**src/rtl/core/mtb_pkg.sv**
```systemverilog
// ----------------------------------------------------------------------------
// mtb_pkg: shared types and constants of the bounded MT19937-64 generator
// Request and result layouts, request codes and the generator constants.
// ----------------------------------------------------------------------------
package mtb_pkg;

    localparam int STATE_WORDS_DEF   = 312;
    localparam int MIDDLE_OFFSET_DEF = 156;

    localparam logic [63:0] SEED_RESET  = 64'd5489;
    localparam logic [63:0] TW_MATRIX   = 64'hB502_6F5A_A966_19E9;
    localparam logic [63:0] TW_UPPER    = 64'hFFFF_FFFF_8000_0000;
    localparam logic [63:0] TW_LOWER    = 64'h0000_0000_7FFF_FFFF;
    localparam logic [63:0] TW_SEED_MUL = 64'd6364136223846793005;
    localparam logic [63:0] TEMPER_B    = 64'h5555_5555_5555_5555;
    localparam logic [63:0] TEMPER_C    = 64'h71D6_7FFF_EDA6_0000;
    localparam logic [63:0] TEMPER_D    = 64'hFFF7_EEE0_0000_0000;

    localparam logic [1:0] FUNC_RESEED = 2'd0;
    localparam logic [1:0] FUNC_RAW    = 2'd1;
    localparam logic [1:0] FUNC_RANGE  = 2'd2;

    typedef struct packed {
        logic [1:0]          func;
        logic [63:0]         seed_value;
        logic signed [63:0]  range_low;
        logic signed [63:0]  range_high;
    } request_t;

    typedef struct packed {
        logic signed [63:0]  value;
        logic                status;
    } result_t;

endpackage

```
**src/rtl/core/mtb_seeder.sv**
```systemverilog
// ----------------------------------------------------------------------------
// mtb_seeder: state word seeding sequencer
// Writes the seed and then each derived word in the phases low-low, low-high,
// high-low and sum, through one shared 32 by 32 multiplier.
// ----------------------------------------------------------------------------
module mtb_seeder #(
    parameter int DEPTH = mtb_pkg::STATE_WORDS_DEF,
    localparam int ADDR_W = $clog2(DEPTH)
) (
    input  logic              clk,
    input  logic              rst_n,
    input  logic              start,
    input  logic [63:0]       seed,
    output logic              done,
    output logic              we,
    output logic [ADDR_W-1:0] waddr,
    output logic [63:0]       wdata
);
    import mtb_pkg::*;

    typedef enum logic {SD_IDLE, SD_MUL} sd_state_t;

    localparam logic [1:0] PH_LL  = 2'd0;
    localparam logic [1:0] PH_LH  = 2'd1;
    localparam logic [1:0] PH_HL  = 2'd2;
    localparam logic [1:0] PH_SUM = 2'd3;

    sd_state_t         state_reg, state_next;
    logic [1:0]        phase_reg, phase_next;
    logic [ADDR_W-1:0] k_reg, k_next;
    logic              done_reg, done_next;
    logic [63:0]       prev_reg, prev_next;
    logic [63:0]       acc_reg, acc_next;
    logic [63:0]       prod_reg, prod_next;
    logic [63:0]       mix;
    logic [63:0]       word;
    logic [31:0]       op_a;
    logic [31:0]       op_b;

    // Low half of mix times the constant is built from three partial products.
    assign mix       = prev_reg ^ (prev_reg >> 62);
    assign op_a      = (phase_reg == PH_HL) ? mix[63:32] : mix[31:0];
    assign op_b      = (phase_reg == PH_LH) ? TW_SEED_MUL[63:32] : TW_SEED_MUL[31:0];
    assign prod_next = 64'(op_a) * 64'(op_b);
    assign word      = acc_reg + {prod_reg[31:0], 32'h0} + 64'(k_reg);

    always_comb
    begin
        state_next = state_reg;
        phase_next = phase_reg;
        k_next     = k_reg;
        done_next  = 1'b0;
        prev_next  = prev_reg;
        acc_next   = acc_reg;
        case (state_reg)
            SD_IDLE:
            begin
                if (start)
                begin
                    prev_next  = seed;
                    k_next     = ADDR_W'(1);
                    phase_next = PH_LL;
                    state_next = SD_MUL;
                end
            end
            SD_MUL:
            begin
                phase_next = phase_reg + 2'd1;
                case (phase_reg)
                    PH_LH:
                    begin
                        acc_next = prod_reg;
                    end
                    PH_HL:
                    begin
                        acc_next = acc_reg + {prod_reg[31:0], 32'h0};
                    end
                    PH_SUM:
                    begin
                        prev_next = word;
                        k_next    = k_reg + ADDR_W'(1);
                        if (k_reg == ADDR_W'(DEPTH - 1))
                        begin
                            done_next  = 1'b1;
                            state_next = SD_IDLE;
                        end
                    end
                    default:
                    begin
                        acc_next = acc_reg;
                    end
                endcase
            end
            default:
            begin
                state_next = SD_IDLE;
            end
        endcase
    end

    always_ff @(posedge clk or negedge rst_n)
    begin
        if (!rst_n)
        begin
            state_reg <= SD_IDLE;
            phase_reg <= PH_LL;
            k_reg     <= '0;
            done_reg  <= 1'b0;
        end
        else
        begin
            state_reg <= state_next;
            phase_reg <= phase_next;
            k_reg     <= k_next;
            done_reg  <= done_next;
        end
    end

    always_ff @(posedge clk)
    begin
        prev_reg <= prev_next;
        acc_reg  <= acc_next;
        prod_reg <= prod_next;
    end

    assign we    = ((state_reg == SD_IDLE) && start) ||
                   ((state_reg == SD_MUL) && (phase_reg == PH_SUM));
    assign waddr = (state_reg == SD_MUL) ? k_reg : '0;
    assign wdata = (state_reg == SD_MUL) ? word : seed;
    assign done  = done_reg;

endmodule

```
**config.mk**
```make
export PLATFORM = sky130hd
export DESIGN_NAME = mtb_seeder
export DESIGN_NICKNAME = d
export VERILOG_FILES = /design/src/rtl/core/mtb_pkg.sv /design/src/rtl/core/mtb_seeder.sv
export SDC_FILE = /design/constraint.sdc
export NUM_CORES = 2
export LEC_CHECK = 0
export BUFFER_PORTS_ARGS = -buffer_cell sky130_fd_sc_hd__buf_2
export CAP_MARGIN = 20
export CORE_MARGIN = 1
export CORE_UTILIZATION = 55
export CTS_CLUSTER_DIAMETER = 80
export DETAILED_ROUTE_END_ITERATION = 16
export GPL_ROUTABILITY_DRIVEN = 0
export PLACE_DENSITY = 0.72
export SLEW_MARGIN = 40
export SYNTH_ARGS = -nofsm -noshare
export SYNTH_HDL_FRONTEND = slang
export SYNTH_SLANG_ARGS = --single-unit
```
**constraint.sdc**
```tcl
create_clock -name clk -period 23.9 [get_ports clk]
set_input_delay 7.17 -clock clk [delete_from_list [all_inputs] [get_ports clk]]
set_output_delay 7.17 -clock clk [all_outputs]
set_load 0.005 [all_outputs]
```
==> results.sh <==
export IMPL_status="completed"
export IMPL_final_antenna_net_count=0
export IMPL_die_w_um=248
export IMPL_routed_wl_um=89600
export IMPL_post_cts_setup_buffers=0
export IMPL_clk_latency_ns=0.51
export IMPL_core_sq_um=59500
export IMPL_fin_nets=4568
export IMPL_syn_area_per_cell_sq_um=9.87
export IMPL_synth_warnings=0
export IMPL_finalCritPeriodShare_pct=64.3
export IMPL_yosysUniqueCellTypes=89
export IMPL_crit_type="input port to output port"
export IMPL_max_slew_worst_pin_slew_ns=0.822
export IMPL_cts_resized=0
export IMPL_tns_ns=0
export IMPL_critPathArrivalTime_ns=8.20
export IMPL_grt_usage_pct=29.6
export IMPL_h_tree_depth=1
export IMPL_fp_row_count=89
export IMPL_dpl_hpwl_um=75700
export IMPL_initial_core_util_pct=56.2
export IMPL_dr_pass1_iters=5
export IMPL_holdPathEnd="acc_reg[53]"
export IMPL_cts_sinks=204
export IMPL_die_area_sq_um=61700
export IMPL_holdCritPathClass="flip-flop to flip-flop"
export IMPL_rr_worst_depth=28
export IMPL_setup_viol=0
export IMPL_rsz0062_at_grt="false"
export IMPL_ios=142
export IMPL_reg2reg_from="phase_reg[0]"
export IMPL_hold_path_startpoint="prod_reg[53]"
export IMPL_area_growth_pct=6.84
export IMPL_min_period_ns=15.37
export IMPL_required_ns=16.73
export IMPL_drc=0
export IMPL_async_flop_share_pct=6.37
export IMPL_synth_edf_count=128
export IMPL_synth_ff_type="edfxtp_1"
export IMPL_path_max_fanout=21
export IMPL_vias=24000
export IMPL_hold_viol=0
export IMPL_viasPerCell=5.58
export IMPL_ys_seq_area_share_pct=16.3
export IMPL_holdBufCountCts=0
export IMPL_hold_depth=1
export IMPL_grt_pass1_vias=24100
export IMPL_die_y_um=248
export IMPL_dpl_cell_count=4259
export IMPL_timing_rr_end="prod_reg[61]"
export IMPL_drive_gt1_share_pct=8.66
export IMPL_clk_pin_slew_ns=0.06
export IMPL_port_buffers=141
export IMPL_finalNonFillerCells=4294
export IMPL_synth_cell_area_sq_um=33400
export IMPL_maxCapViolCount=0
export IMPL_syn_instance_count=3385
export IMPL_finalMaxSlewViolations=0
export IMPL_cts_tree="yes"
export IMPL_grt_pass1_wl_um=139000
export IMPL_cts_buffers=19
export IMPL_grt_start_max_net_pins=101
export IMPL_timing_fmax_mhz=65.1
export IMPL_clockBufferDepth=3
export IMPL_overflow=0
export IMPL_antenna_found_initial=8
export IMPL_num_fill_cells=5050
export IMPL_skew_ns=0.0134
export IMPL_first_iter_violations=2116
export IMPL_wl_per_cell_um=20.9
export IMPL_slew_headroom_pct=43.6
export IMPL_r2r_setup_slack_ns=12.72
export IMPL_end_kind="output port"
export IMPL_critPathLaunchType="input port"
export IMPL_ys_ff_latch=204
export IMPL_cts_root_buf="clkbuf_16"
## how the worst max path moves through the flow
stage	startpoint	endpoint	slack, ns	cells past startpoint
2_1_floorplan	start	we	8.00	2
3_3_place_gp	start	we	8.60	4
3_5_place_dp	start	we	8.58	4
4_1_cts	start	we	8.57	4
5_1_grt	start	we	8.51	4
6_report	start	we	8.53	4
## kinds of logic after synthesis
group,count (synthesis),synth area share (%)
other,2,0.0225
flip-flops,204,16.3
adder cells (fa/ha/maj),994,49.3
XOR/XNOR,180,4.79
multiplexers,75,2.45
buffers and inverters,898,10.2
AO/OA/AOI/OAI,441,8.34
AND/OR/NAND/NOR,591,8.67
## per-layer routing
layer | part of all wire, % | vias up | global-route usage (%)
met5 | 0 | - | 0
met4 | 4.5 | 0 | 12.0
met3 | 8.2 | 175 | 4.87
met2 | 45 | 961 | 45.5
met1 | 42 | 11800 | 41.7
li1 | - | 11000 | -
## worst max-delay path, stage by stage
cell and delay [ns]:
buf_2 0.11, nand2_1 0.15, nand2_2 0.53, buf_2 0.22
## per-stage QoR
stage,cell area [sq um],worst slack (ns),hold slack (ns),util (%)
3_5_place_dp,35000,8.58,0.517,58.9
6_report,35700,8.53,0.533,60.0
5_1_grt,35700,8.51,0.544,60.0
4_1_cts,35700,8.57,0.535,60.0
2_1_floorplan,33500,8.00,0.498,-
3_3_place_gp,35000,8.60,0.515,58.9
## cell usage after synthesis (all sizes together), types with 5 or more instances
cell / count / share of area [%]
o21bai: 14 / 0.33
nor4: 11 / 0.29
or2: 9 / 0.17
or3: 12 / 0.22
nand3: 40 / 0.65
fa: 537 / 32
xnor2: 122 / 3.2
a21o: 66 / 1.5
a2111oi: 5 / 0.19
mux2: 53 / 1.8
o21ai: 93 / 1.4
clkbuf: 55 / 0.62
buf: 26 / 0.35
nand2b: 12 / 0.22
nor3: 35 / 0.55
o31ai: 5 / 0.15
ha: 457 / 17
a211oi: 14 / 0.36
nor2: 165 / 1.9
xor2: 58 / 1.5
inv: 814 / 9.1
o211ai: 5 / 0.11
nand4: 36 / 0.74
nand2: 163 / 1.8
o21a: 8 / 0.18
and2: 24 / 0.45
edfxtp: 128 / 12
dfrtp: 13 / 0.97
a31oi: 10 / 0.28
a21oi: 181 / 2.7
mux2i: 22 / 0.66
and3: 16 / 0.30
nor2b: 52 / 0.97
dfxtp: 63 / 3.8
## area by class of cell
type | instances | area [sq um] | area share, %
multi-input cells | 2299 | 24700 | 69.2
inverters | 817 | 3070 | 8.60
clock inverters | 7 | 73.8 | 0.207
repair buffers | 166 | 897 | 2.51
well taps | 773 | 967 | 2.71
clock buffers | 27 | 547 | 1.53
diodes | 1 | 2.50 | 0.00701
flip-flops and latches | 204 | 5430 | 15.2
## cell usage in the layout, fill, tap and decap left out, types with 5 or more instances in the layout
cell type | Yosys | final
a211oi_1 | 11 | 10
a21o_1 | 66 | 66
a21oi_1 | 180 | 179
a31oi_1 | 8 | 8
and2_1 | 23 | 23
and3_1 | 16 | 16
buf_2 | 10 | 141
buf_4 | 2 | 24
clkbuf_1 | 55 | 5
clkbuf_16 | 0 | 20
conb_1 | 2 | 18
dfrtp_1 | 13 | 12
dfxtp_1 | 63 | 63
edfxtp_1 | 128 | 128
fa_1 | 537 | 537
ha_1 | 457 | 454
inv_1 | 810 | 810
mux2_2 | 53 | 53
mux2i_1 | 22 | 21
nand2_1 | 163 | 162
nand2b_1 | 12 | 12
nand3_1 | 38 | 38
nand4_1 | 34 | 34
nor2_1 | 165 | 163
nor2b_1 | 52 | 52
nor3_1 | 33 | 32
nor4_1 | 8 | 8
o211ai_1 | 5 | 5
o21a_1 | 8 | 8
o21ai_0 | 82 | 82
o21ai_1 | 9 | 9
o21bai_1 | 13 | 13
or2_2 | 9 | 9
or3_1 | 12 | 12
xnor2_1 | 120 | 120
xor2_1 | 57 | 57
Power is not shown: default switching activity piles up to over one toggle a cycle in this logic, so the estimate is an artifact.
