$ cat src/rtl/core/mtb_pkg.sv
// ----------------------------------------------------------------------------
// mtb_pkg: shared types and constants of the bounded MT19937-64 generator
// Request and result layouts, request codes and the generator constants.
// ----------------------------------------------------------------------------
package mtb_pkg;

    localparam int STATE_WORDS_DEF   = 312;
    localparam int MIDDLE_OFFSET_DEF = 156;

    localparam logic [63:0] SEED_RESET  = 64'd5489;
    localparam logic [63:0] TW_MATRIX   = 64'hB502_6F5A_A966_19E9;
    localparam logic [63:0] TW_UPPER    = 64'hFFFF_FFFF_8000_0000;
    localparam logic [63:0] TW_LOWER    = 64'h0000_0000_7FFF_FFFF;
    localparam logic [63:0] TW_SEED_MUL = 64'd6364136223846793005;
    localparam logic [63:0] TEMPER_B    = 64'h5555_5555_5555_5555;
    localparam logic [63:0] TEMPER_C    = 64'h71D6_7FFF_EDA6_0000;
    localparam logic [63:0] TEMPER_D    = 64'hFFF7_EEE0_0000_0000;

    localparam logic [1:0] FUNC_RESEED = 2'd0;
    localparam logic [1:0] FUNC_RAW    = 2'd1;
    localparam logic [1:0] FUNC_RANGE  = 2'd2;

    typedef struct packed {
        logic [1:0]          func;
        logic [63:0]         seed_value;
        logic signed [63:0]  range_low;
        logic signed [63:0]  range_high;
    } request_t;

    typedef struct packed {
        logic signed [63:0]  value;
        logic                status;
    } result_t;

endpackage

$ cat src/rtl/core/mtb_regen.sv
// ----------------------------------------------------------------------------
// mtb_regen: in-place regeneration of the state words
// Streams through the memory one word per cycle: two reads issued, the new
// word written back in the following cycle.
// ----------------------------------------------------------------------------
module mtb_regen #(
    parameter int DEPTH  = mtb_pkg::STATE_WORDS_DEF,
    parameter int MIDDLE = mtb_pkg::MIDDLE_OFFSET_DEF,
    localparam int ADDR_W = $clog2(DEPTH)
) (
    input  logic              clk,
    input  logic              rst_n,
    input  logic              start,
    output logic              done,
    output logic [ADDR_W-1:0] raddr_a,
    output logic [ADDR_W-1:0] raddr_b,
    input  logic [63:0]       rdata_a,
    input  logic [63:0]       rdata_b,
    output logic              we,
    output logic [ADDR_W-1:0] waddr,
    output logic [63:0]       wdata
);
    import mtb_pkg::*;

    localparam int CNT_W = $clog2(DEPTH + 2);

    typedef enum logic {RG_IDLE, RG_RUN} rg_state_t;

    rg_state_t         state_reg, state_next;
    logic [CNT_W-1:0]  iss_reg, iss_next;
    logic              pv_reg, pv_next;
    logic              pprime_reg, pprime_next;
    logic [ADDR_W-1:0] pk_reg, pk_next;
    logic              done_reg, done_next;
    logic [63:0]       hold_reg, hold_next;
    logic [ADDR_W-1:0] k_iss;
    logic              issuing;

    function automatic logic [63:0] twist_pair(input logic [63:0] hi_word,
                                               input logic [63:0] lo_word,
                                               input logic [63:0] far);
        logic [63:0] y;
        logic [63:0] r;
        y = (hi_word & TW_UPPER) | (lo_word & TW_LOWER);
        r = far ^ (y >> 1);
        if (y[0])
        begin
            r = r ^ TW_MATRIX;
        end
        return r;
    endfunction

    // The first issue slot only fetches word zero, the upper half of step zero.
    assign issuing = (state_reg == RG_RUN) && (iss_reg <= CNT_W'(DEPTH));
    assign k_iss   = ADDR_W'(iss_reg - CNT_W'(1));
    assign raddr_a = ((iss_reg == '0) || (iss_reg == CNT_W'(DEPTH))) ? '0 : ADDR_W'(iss_reg);
    assign raddr_b = (k_iss < ADDR_W'(DEPTH - MIDDLE)) ? k_iss + ADDR_W'(MIDDLE)
                                                       : k_iss - ADDR_W'(DEPTH - MIDDLE);

    assign we    = pv_reg && !pprime_reg;
    assign waddr = pk_reg;
    assign wdata = twist_pair(hold_reg, rdata_a, rdata_b);

    always_comb
    begin
        state_next  = state_reg;
        iss_next    = iss_reg;
        pv_next     = issuing;
        pprime_next = issuing && (iss_reg == '0);
        pk_next     = k_iss;
        done_next   = 1'b0;
        hold_next   = pv_reg ? rdata_a : hold_reg;
        case (state_reg)
            RG_IDLE:
            begin
                if (start)
                begin
                    iss_next   = '0;
                    state_next = RG_RUN;
                end
            end
            RG_RUN:
            begin
                if (issuing)
                begin
                    iss_next = iss_reg + CNT_W'(1);
                end
                if (we && (pk_reg == ADDR_W'(DEPTH - 1)))
                begin
                    done_next  = 1'b1;
                    state_next = RG_IDLE;
                end
            end
            default:
            begin
                state_next = RG_IDLE;
            end
        endcase
    end

    always_ff @(posedge clk or negedge rst_n)
    begin
        if (!rst_n)
        begin
            state_reg  <= RG_IDLE;
            iss_reg    <= '0;
            pv_reg     <= 1'b0;
            pprime_reg <= 1'b0;
            done_reg   <= 1'b0;
        end
        else
        begin
            state_reg  <= state_next;
            iss_reg    <= iss_next;
            pv_reg     <= pv_next;
            pprime_reg <= pprime_next;
            done_reg   <= done_next;
        end
    end

    always_ff @(posedge clk)
    begin
        pk_reg   <= pk_next;
        hold_reg <= hold_next;
    end

    assign done = done_reg;

endmodule

$ cat config.mk
export PLATFORM = sky130hd
export DESIGN_NAME = mtb_regen
export DESIGN_NICKNAME = d
export VERILOG_FILES = /design/src/rtl/core/mtb_pkg.sv /design/src/rtl/core/mtb_regen.sv
export SDC_FILE = /design/constraint.sdc
export NUM_CORES = 1
export LEC_CHECK = 0
export BUFFER_PORTS_ARGS = -buffer_cell sky130_fd_sc_hd__buf_4
export CELL_PAD_IN_SITES_DETAIL_PLACEMENT = 1
export CELL_PAD_IN_SITES_GLOBAL_PLACEMENT = 1
export CORE_MARGIN = 10
export CORE_UTILIZATION = 32
export DETAILED_ROUTE_END_ITERATION = 10
export PLACE_DENSITY = 0.83
export SYNTH_ARGS = -nofsm -noshare
export SYNTH_HDL_FRONTEND = slang
export SYNTH_SLANG_ARGS = --single-unit
$ cat constraint.sdc
create_clock -name clk -period 4.65 [get_ports clk]
set_clock_uncertainty 0.15 [all_clocks]
set_input_delay 0.93 -clock clk [delete_from_list [all_inputs] [get_ports clk]]
set_output_delay 0.93 -clock clk [all_outputs]
set_load 0.02 [all_outputs]
==> flow_metrics.tcl, run 1 <==
set metrics [dict create \
    worstSkewPairLatency_ns 0.31 \
    min_path_type "in2async" \
    grt_pass1_wl_um 20600 \
    layout_min_cycle_time_ns 4.21 \
    worst_slew_pin_slew_ns 0.645 \
    io_buffers 223 \
    h-tree-depth 2 \
    setup_tns_ns 0 \
    die-area_um2 14600 \
    maxCapViolCount 0 \
    largest_reg_flops 33 \
    worst_r2r_path_depth 8 \
    cts_buffers 5 \
    viasPerCell 4.60 \
    slew_headroom 0.568 \
    async_flop_share 0.236 \
    ys_types 50 \
    drt.antenna.violating_nets 0 \
    synth_nets 435 \
    worst-setup-path-type "reg2out" \
    fin_hold_ws_ns 0.293 \
    fillCellCount 1157 \
    drive_above_1_share 0.475 \
    setup_viol 0 \
    hpwl_um 12000 \
    grt_max_degree 34 \
    yosysWarningCount 0 \
    slew_viol_final 0 \
    min_period_over_period 0.905 \
    postCtsSetupBuffers 0 \
    critPathMaxStageDelay_ns 0.52 \
    cp_cell_sequence "inv_1, ha_1, or4b_4, o21a_1, nor2_4, inv_2, nor3_1, o311ai_1, a2111oi_2, buf_4" \
    die_h_um 121 \
    nets 651 \
    synth_top_area_share 0.305 \
    drt_iter0_markers 102 \
    power.leakage_nw 2.33 \
    gp_congestion 0.873 \
    ys.flop_type "edfxtp_1" \
    wire_per_inst_um 21.2 \
    netlist_area_um2 3240 \
    yosys-top-cells-count "68 x xnor2_1, 40 x xor2_1, 33 x edfxtp_1" \
    postSynthCellCount 299 \
    cts_tree "done" \
    critical_path_peak_fanout 7 \
    synthTopCellsByArea "edfxtp_1 31%, xnor2_1 18%, xor2_1 11%" \
    drt-total-wl_um 13700 \
    p_per_area_nw_per_um2 482 \
    vias 2984 \
    rows 36 \
    drcViolationCount 0 \
    cts_hold_buf 0 \
    clk_path_buf_depth 2 \
    synth_edf_count 33 \
    diodes 0 \
    crit_slowest_cell "or4b_4" \
    dr.pass1.iters 4 \
    end_kind "primary output" \
    io_pins 224 \
    finalInstanceArea_um2 5120 \
    grt_setup_unrepaired "no" \
    synth_seq_cells 55 \
    crit_arrival_ns 3.13 \
    coreArea_um2 9820 \
    yosysMostFrequentCell "xnor2_1" \
    cp.required_ns 3.57 \
    cts_resized 0 \
    synth-seq-area-share 0.461 \
    clkTransAtPathRegs_ns 0.10 \
    fp.dieW_um 121 \
    dpl_cell_area_um2 5030 \
    startpoint_type "flop" \
    finalHoldViolations 0 \
    area_delta_synth_final_pct 57.8 \
    avgSynthCellArea_um2 10.9 \
    maxClockFrequency_mhz 238 \
    grt_use_total 0.182 \
    cts_sinks 55 \
    yosysTopAreaCell "edfxtp_1" \
    root_buffer "clkbuf_8" \
    start_util 0.330 \
    grt_pass1_vias 3202 \
    status "completed" \
    peakVddDrop_mv 0.485 \
    grt_overflow 0 \
    antenna_found_initial 1 \
]
==> layout by cell type (no fill, tap or decap), drive strengths merged, types with 2 or more instances in the layout <==
| cell type | instances |
|---|---|
| buf | 226 |
| xnor2 | 68 |
| xor2 | 40 |
| edfxtp | 33 |
| nor2 | 19 |
| nand2 | 14 |
| dfrtp | 13 |
| inv | 12 |
| dfxtp | 9 |
| nor2b | 8 |
| o21ai | 7 |
| a21oi | 5 |
| ha | 5 |
| clkbuf | 5 |
| nor3 | 5 |
| nand3 | 4 |
| or2 | 3 |
| o311ai | 3 |
| and3 | 3 |
| nand4 | 3 |
| a31oi | 3 |
| nor3b | 2 |
| and2 | 2 |
| o31ai | 2 |
| mux2i | 2 |
| nor4b | 2 |
==> per-layer routing <==
layer  global-route usage  share of wire  up-vias
li1                     -              -     1429
met1                0.189           0.36     1409
met2                0.346           0.54      132
met3               0.0679          0.088       12
met4               0.0271         0.0094        2
met5                    0        0.00095        -
==> worst paths after layout <==
| check | slack (ns) | end | startpoint |
|---|---|---|---|
| setup / recovery | 0.44 | raddr_b[4] | iss_reg[0] |
| hold / removal | 0.29 | iss_reg[1] | rst_n |
| setup reg to reg | 2.21 | iss_reg[7] | iss_reg[0] |
| hold reg to reg | 0.35 | done | waddr[2] |
| max in group asynchronous | 3.89 | iss_reg[6] | rst_n |
| min in group clk | 0.35 | done | waddr[2] |
==> worst max-delay path: cells and delay by family, from the launching register on <==
| family | cells | cell delay, ns |
|---|---|---|
| fa+ha+maj | 1 | 0.24 |
| compound gates | 3 | 0.76 |
| buf+inv | 3 | 0.41 |
| flops | 1 | 0.45 |
| simple gates | 3 | 0.97 |
==> power by group <==
part           internal (mW)  total [mW]  switching [mW]
Sequential             0.599       0.720           0.120
Clock                  0.109       0.275           0.166
Combinational          0.654        1.47           0.820
Total                   1.36        2.47            1.11
==> per-stage QoR <==
| stage | std cells | worst slack (ns) | power, mW | utilization |
|---|---|---|---|---|
| final | 649 | 0.440 | 2.47 | 0.521 |
| after detailed placement | 641 | 0.784 | 2.22 | 0.512 |
| after global placement | 641 | 0.878 | 2.18 | 0.512 |
| after global routing | 649 | 0.156 | 2.65 | 0.521 |
| after CTS | 649 | 0.397 | 2.50 | 0.521 |
| after floorplan | 299 | 0.910 | 1.59 | - |
==> cell type report <==
class	count	area, um^2	share of cell area
timing repair buffer	226	1700	0.331
sequential	55	1500	0.292
inverter	11	41.3	0.00806
clock inverter	3	23.8	0.00464
multi-input combinational	216	1630	0.318
clock buffer	5	68.8	0.0134
tap	133	166	0.0325
==> cells by family after synthesis <==
kind of cell,Yosys count,synth area share
xor+xnor,108,0.292
simple gates,71,0.120
flops,55,0.461
compound gates,30,0.0644
buf+inv,28,0.0374
fa+ha+maj,5,0.0193
mux,2,0.00617
Power figures use the tool's default switching activity.
==> run 2: changes to the inputs <==
Settings changed: CORE_ASPECT_RATIO set to 0.6.
==> flow_metrics.tcl, run 2 (synthesized netlist as in run 1, its figures left out) <==
set metrics [dict create \
    status "completed" \
    cts_tree "done" \
    grt_overflow 0 \
    coreArea_um2 9880 \
    layout_min_cycle_time_ns 4.20 \
    io_pins 224 \
    start_util 0.328 \
    power.leakage_nw 2.36 \
    vias 2966 \
    worstSkewPairLatency_ns 0.29 \
    cts_hold_buf 0 \
    stdcell_count 650 \
    grt_pass1_vias 3086 \
    crit_arrival_ns 3.12 \
    finalHoldViolations 0 \
    multiInputGateArea_um2 1630 \
    drive_above_1_share 0.474 \
    grt_max_degree 35 \
    maxClockFrequency_mhz 238 \
    cp.required_ns 3.57 \
    p_per_area_nw_per_um2 502 \
    dp_cells 642 \
    final_util 0.525 \
    largest_reg_flops 33 \
    drcViolationCount 0 \
    worst_slew_pin_slew_ns 0.775 \
    critical_path_peak_fanout 7 \
    cts_resized 0 \
    end_kind "primary output" \
    min_period_over_period 0.904 \
    dr.pass1.iters 4 \
    gp_congestion 0.891 \
    hpwl_um 11300 \
    cts_buffers 5 \
    layout_commonest_cell "buf_4" \
    startpoint_type "flop" \
    slew_headroom 0.481 \
    cts_sinks 55 \
    root_buffer "clkbuf_16" \
    viasPerCell 4.56 \
    worst-setup-path-type "reg2out" \
    setup_viol 0 \
    rows 28 \
    drt-total-wl_um 13100 \
    layout_common_cells "225 x buf_4, 68 x xnor2_1, 40 x xor2_1" \
    drt_iter0_markers 94 \
    wire_per_inst_um 20.1 \
    fp.dieW_um 150 \
    drt.antenna.violating_nets 0 \
    nets 650 \
    r2r_slack_ns 2.11 \
    h-tree-depth 2 \
    setup_tns_ns 0 \
    clk_path_buf_depth 2 \
    clkTransAtPathRegs_ns 0.08 \
    maxCapViolCount 0 \
    grt_setup_unrepaired "no" \
    grt_pass1_wl_um 19400 \
    die_h_um 98.0 \
    diodes 0 \
    dpl_cell_area_um2 5020 \
    postCtsSetupBuffers 0 \
    peakVddDrop_mv 0.307 \
    p_total_mw 2.61 \
    finalInstanceArea_um2 5190 \
    slew_viol_final 0 \
    io_buffers 223 \
    regArea_um2 1500 \
    antenna_found_initial 0 \
    die-area_um2 14700 \
    fillCellCount 1156 \
    area_delta_synth_final_pct 60.0 \
    grt_use_total 0.169 \
    min_path_type "in2async" \
]
-- run 2: cell count changes in the layout (fill, tap and decap cells not counted) --
cell	delta
clkbuf_8	-5
buf_4	-1
clkbuf_16	+6
inv_8	-1
clkinvlp_4	-1
clkinv_2	-1
inv_6	+1
clkinv_4	+1
-- run 2: cell type report --
| class | count | share of cell area |
|---|---|---|
| multi-input combinational | 216 | 0.313 |
| tap | 135 | 0.0325 |
| clock buffer | 6 | 0.0289 |
| sequential | 55 | 0.288 |
| timing repair buffer | 225 | 0.325 |
| inverter | 11 | 0.00796 |
| clock inverter | 2 | 0.00338 |
-- run 2: final timing paths --
| check | startpoint | endpoint | cells after the start |
|---|---|---|---|
| max reg2reg | iss_reg[0] | iss_reg[6] | 8 |
| min reg2reg | waddr[4] | done | 2 |
| min | rst_n | iss_reg[4] | 1 |
| max in group asynchronous | rst_n | iss_reg[5] | 1 |
| min in group clk | waddr[4] | done | 2 |
| max | iss_reg[0] | raddr_b[4] | 10 |
-- run 2: per-stage QoR --
step	setup slack (ns)	hold WS, ns
6_report	0.446	0.322
5_1_grt	0.256	0.320
4_1_cts	0.445	0.318
3_5_place_dp	0.768	0.329
3_3_place_gp	0.896	0.331
2_1_floorplan	0.910	0.383
-- run 2: power breakdown --
part / internal (mW) / total [mW] / switching, mW
sequential: 0.600 / 0.720 / 0.120
clock: 0.236 / 0.417 / 0.181
combinational: 0.648 / 1.47 / 0.823
total: 1.48 / 2.61 / 1.12
-- run 2: critical path, stage by stage (launching register included) --
cell and delay [ns]:
dfrtp_1 0.46, inv_1 0.15, ha_1 0.22, or4b_4 0.51, o21a_1 0.24, nor2_4 0.16
inv_2 0.06, nor3_1 0.31, o311ai_1 0.16, a2111oi_2 0.36, buf_4 0.20
-- run 2: per-layer routing --
| layer | global-route usage | vias up | part of all wire |
|---|---|---|---|
| li1 | - | 1428 | - |
| met1 | 0.194 | 1432 | 0.39 |
| met2 | 0.311 | 104 | 0.53 |
| met3 | 0.0539 | 2 | 0.074 |
| met4 | 0.0134 | 0 | 0.0015 |
| met5 | 0 | - | 0 |
==> run 3: changes to the inputs <==
Settings changed: ABC_AREA set to 1, CORE_MARGIN 10 to 4, CORE_UTILIZATION 32 to 33, PLACE_DENSITY 0.83 to 0.84.
==> flow_metrics.tcl, run 3 <==
set metrics [dict create \
    setup_tns_ns 0 \
    synth_nets 505 \
    root_buffer "clkbuf_16" \
    slew_viol_final 0 \
    avgSynthCellArea_um2 9.59 \
    r2r-end "pprime_reg" \
    worst-setup-path-type "reg2out" \
    peakVddDrop_mv 0.315 \
    end_kind "primary output" \
    p_int_mw 1.39 \
    yosysWarningCount 0 \
    grt_pass1_wl_um 19300 \
    setup_viol 0 \
    worstSkewPairLatency_ns 0.29 \
    drcViolationCount 0 \
    clockPowerShare 0.147 \
    postCtsSetupBuffers 0 \
    synth-compound-area-share 0.00566 \
    stdcell_count 722 \
    regArea_um2 1500 \
    rows 28 \
    drt.antenna.violating_nets 0 \
    synthMuxAreaShare 0 \
    comb_power_share 0.568 \
    diodes 0 \
    critical_path_peak_fanout 10 \
    layout_common_cells "225 x buf_4, 72 x xor2_1, 59 x nand2_1" \
    clk_path_buf_depth 2 \
    nets 722 \
    synth-seq-area-share 0.423 \
    start_util 0.348 \
    slew_headroom 0.578 \
    net-switching-power_mw 1.17 \
    p_seq_frac 0.285 \
    synth_xor_area_frac 0.268 \
    crit_arrival_ns 2.45 \
    die-area_um2 12500 \
    yosys-top-cells-count "72 x xor2_1, 59 x nand2_1, 38 x nand3_1" \
    antenna_found_initial 0 \
    ys_types 31 \
    synth_top_area_share 0.280 \
    synthTopCellsByArea "edfxtp_1 28%, xor2_1 18%, dfrtp_1 9.2%" \
    synthSimpleGateAreaFrac 0.229 \
    hpwl_um 10800 \
    p_per_area_nw_per_um2 471 \
    startpoint_type "flop" \
    drt-total-wl_um 12500 \
    ys.flop_type "edfxtp_1" \
    grt_overflow 0 \
    clkTransAtPathRegs_ns 0.07 \
    drive_above_1_share 0.451 \
    finalHoldViolations 0 \
    worst_slew_pin_slew_ns 0.626 \
    min_period_over_period 0.759 \
    coreArea_um2 10200 \
    grt_setup_unrepaired "no" \
    status "completed" \
    min_path_type "in2async" \
    power.leakage_nw 2.67 \
    dp_cells 714 \
    cts_buffers 5 \
    io_pins 224 \
    dr.pass1.iters 4 \
    netlist_area_um2 3540 \
    fp.dieW_um 142 \
    final_util 0.535 \
    synth_seq_cells 55 \
    cts_hold_buf 0 \
    cp.required_ns 3.57 \
    cts_resized 0 \
    switching_share 0.456 \
    synth_adder_area_share 0.0177 \
    vias 3354 \
    synth_top_family_by_area "XOR/XNOR gates" \
    postSynthCellCount 369 \
    cts_sinks 55 \
    area_delta_synth_final_pct 53.5 \
    yosysTopAreaCell "edfxtp_1" \
    largest_reg_flops 33 \
    async_flop_share 0.236 \
    multiInputGateArea_um2 1840 \
    rr_startpoint "iss_reg[0]" \
    maxCapViolCount 0 \
    crit_end "raddr_b[8]" \
    worst_r2r_path_depth 12 \
    yosysMostFrequentCell "xor2_1" \
    layout_commonest_cell "buf_4" \
    grt_use_total 0.198 \
    maxClockFrequency_mhz 283 \
    drt_iter0_markers 141 \
    grt_pass1_vias 3446 \
    cts_tree "done" \
    cp-startpoint "iss_reg[0]" \
    layout_min_cycle_time_ns 3.53 \
    r2r_slack_ns 2.38 \
    grt_max_degree 35 \
    fillCellCount 1193 \
    synth_edf_count 33 \
    wire_per_inst_um 17.4 \
    gp_congestion 0.907 \
    h-tree-depth 2 \
    io_buffers 223 \
    die_h_um 88.2 \
    viasPerCell 4.65 \
]
run 3: changes by cell type in the layout (fill, tap and decap cells not counted), sizes merged, moves of 10 or more:
cell | previous run | this run
nand3 | 4 | 40
xnor2 | 68 | 33
nand2 | 14 | 72
inv | 12 | 22
xor2 | 40 | 73
nor2 | 19 | 33
run 3: how the worst min path moves through the flow:
stage | start | to | slack [ns] | cells past startpoint
global route | rst_n | iss_reg[2] | 0.32 | 1
detailed placement | waddr[8] | done | 0.37 | 2
CTS | rst_n | iss_reg[7] | 0.33 | 1
finish | rst_n | iss_reg[1] | 0.32 | 1
floorplan | iss_reg[8] | iss_reg[8] | 0.38 | 2
global placement | waddr[8] | done | 0.35 | 2
run 3: cell type report:
type | count | share of cell area
multi-input combinational | 275 | 0.339
clock inverter | 2 | 0.00230
sequential | 55 | 0.275
timing repair buffer | 225 | 0.311
clock buffer | 6 | 0.0244
inverter | 24 | 0.0170
tap | 135 | 0.0311
run 3: kinds of logic after synthesis:
family,count (synthesis)
simple gates,160
xor+xnor,106
flops,55
buf+inv,39
fa+ha+maj,5
compound gates,4
run 3: metrics by stage:
step | hold WS [ns] | power, mW | setup slack [ns] | area [um^2]
floorplan | 0.377 | 1.63 | 1.65 | 3540
global placement | 0.353 | 2.15 | 1.58 | 5290
detailed placement | 0.368 | 2.20 | 1.47 | 5290
CTS | 0.326 | 2.58 | 1.15 | 5430
global route | 0.324 | 2.74 | 0.895 | 5430
finish | 0.323 | 2.56 | 1.12 | 5430
run 3: per-layer routing:
layer | up-vias | track usage | share of wire
li1 | 1614 | - | -
met1 | 1608 | 0.259 | 0.43
met2 | 125 | 0.353 | 0.50
met3 | 7 | 0.0389 | 0.064
met4 | 0 | 0.0287 | 0.0053
met5 | - | 0 | 0
run 3: worst max-delay path, cell delays in order, from the launching register on:
cell and delay, ns:
dfrtp_1 0.43, inv_2 0.17, ha_1 0.33, inv_1 0.11
nand2_1 0.08, nand2_2 0.12, ha_1 0.25, nand2_1 0.10
nand3_1 0.15, nor2_1 0.12, nand2_1 0.06, nand3_1 0.08
buf_4 0.14
run 3: power groups by stage:
stage               logic, mW  clock network, mW  registers (mW)
global placement         1.41                  0           0.735
global route             1.58              0.415           0.752
CTS                      1.46              0.387           0.732
floorplan               0.935                  0           0.698
finish                   1.45              0.376           0.731
detailed placement       1.45                  0           0.743
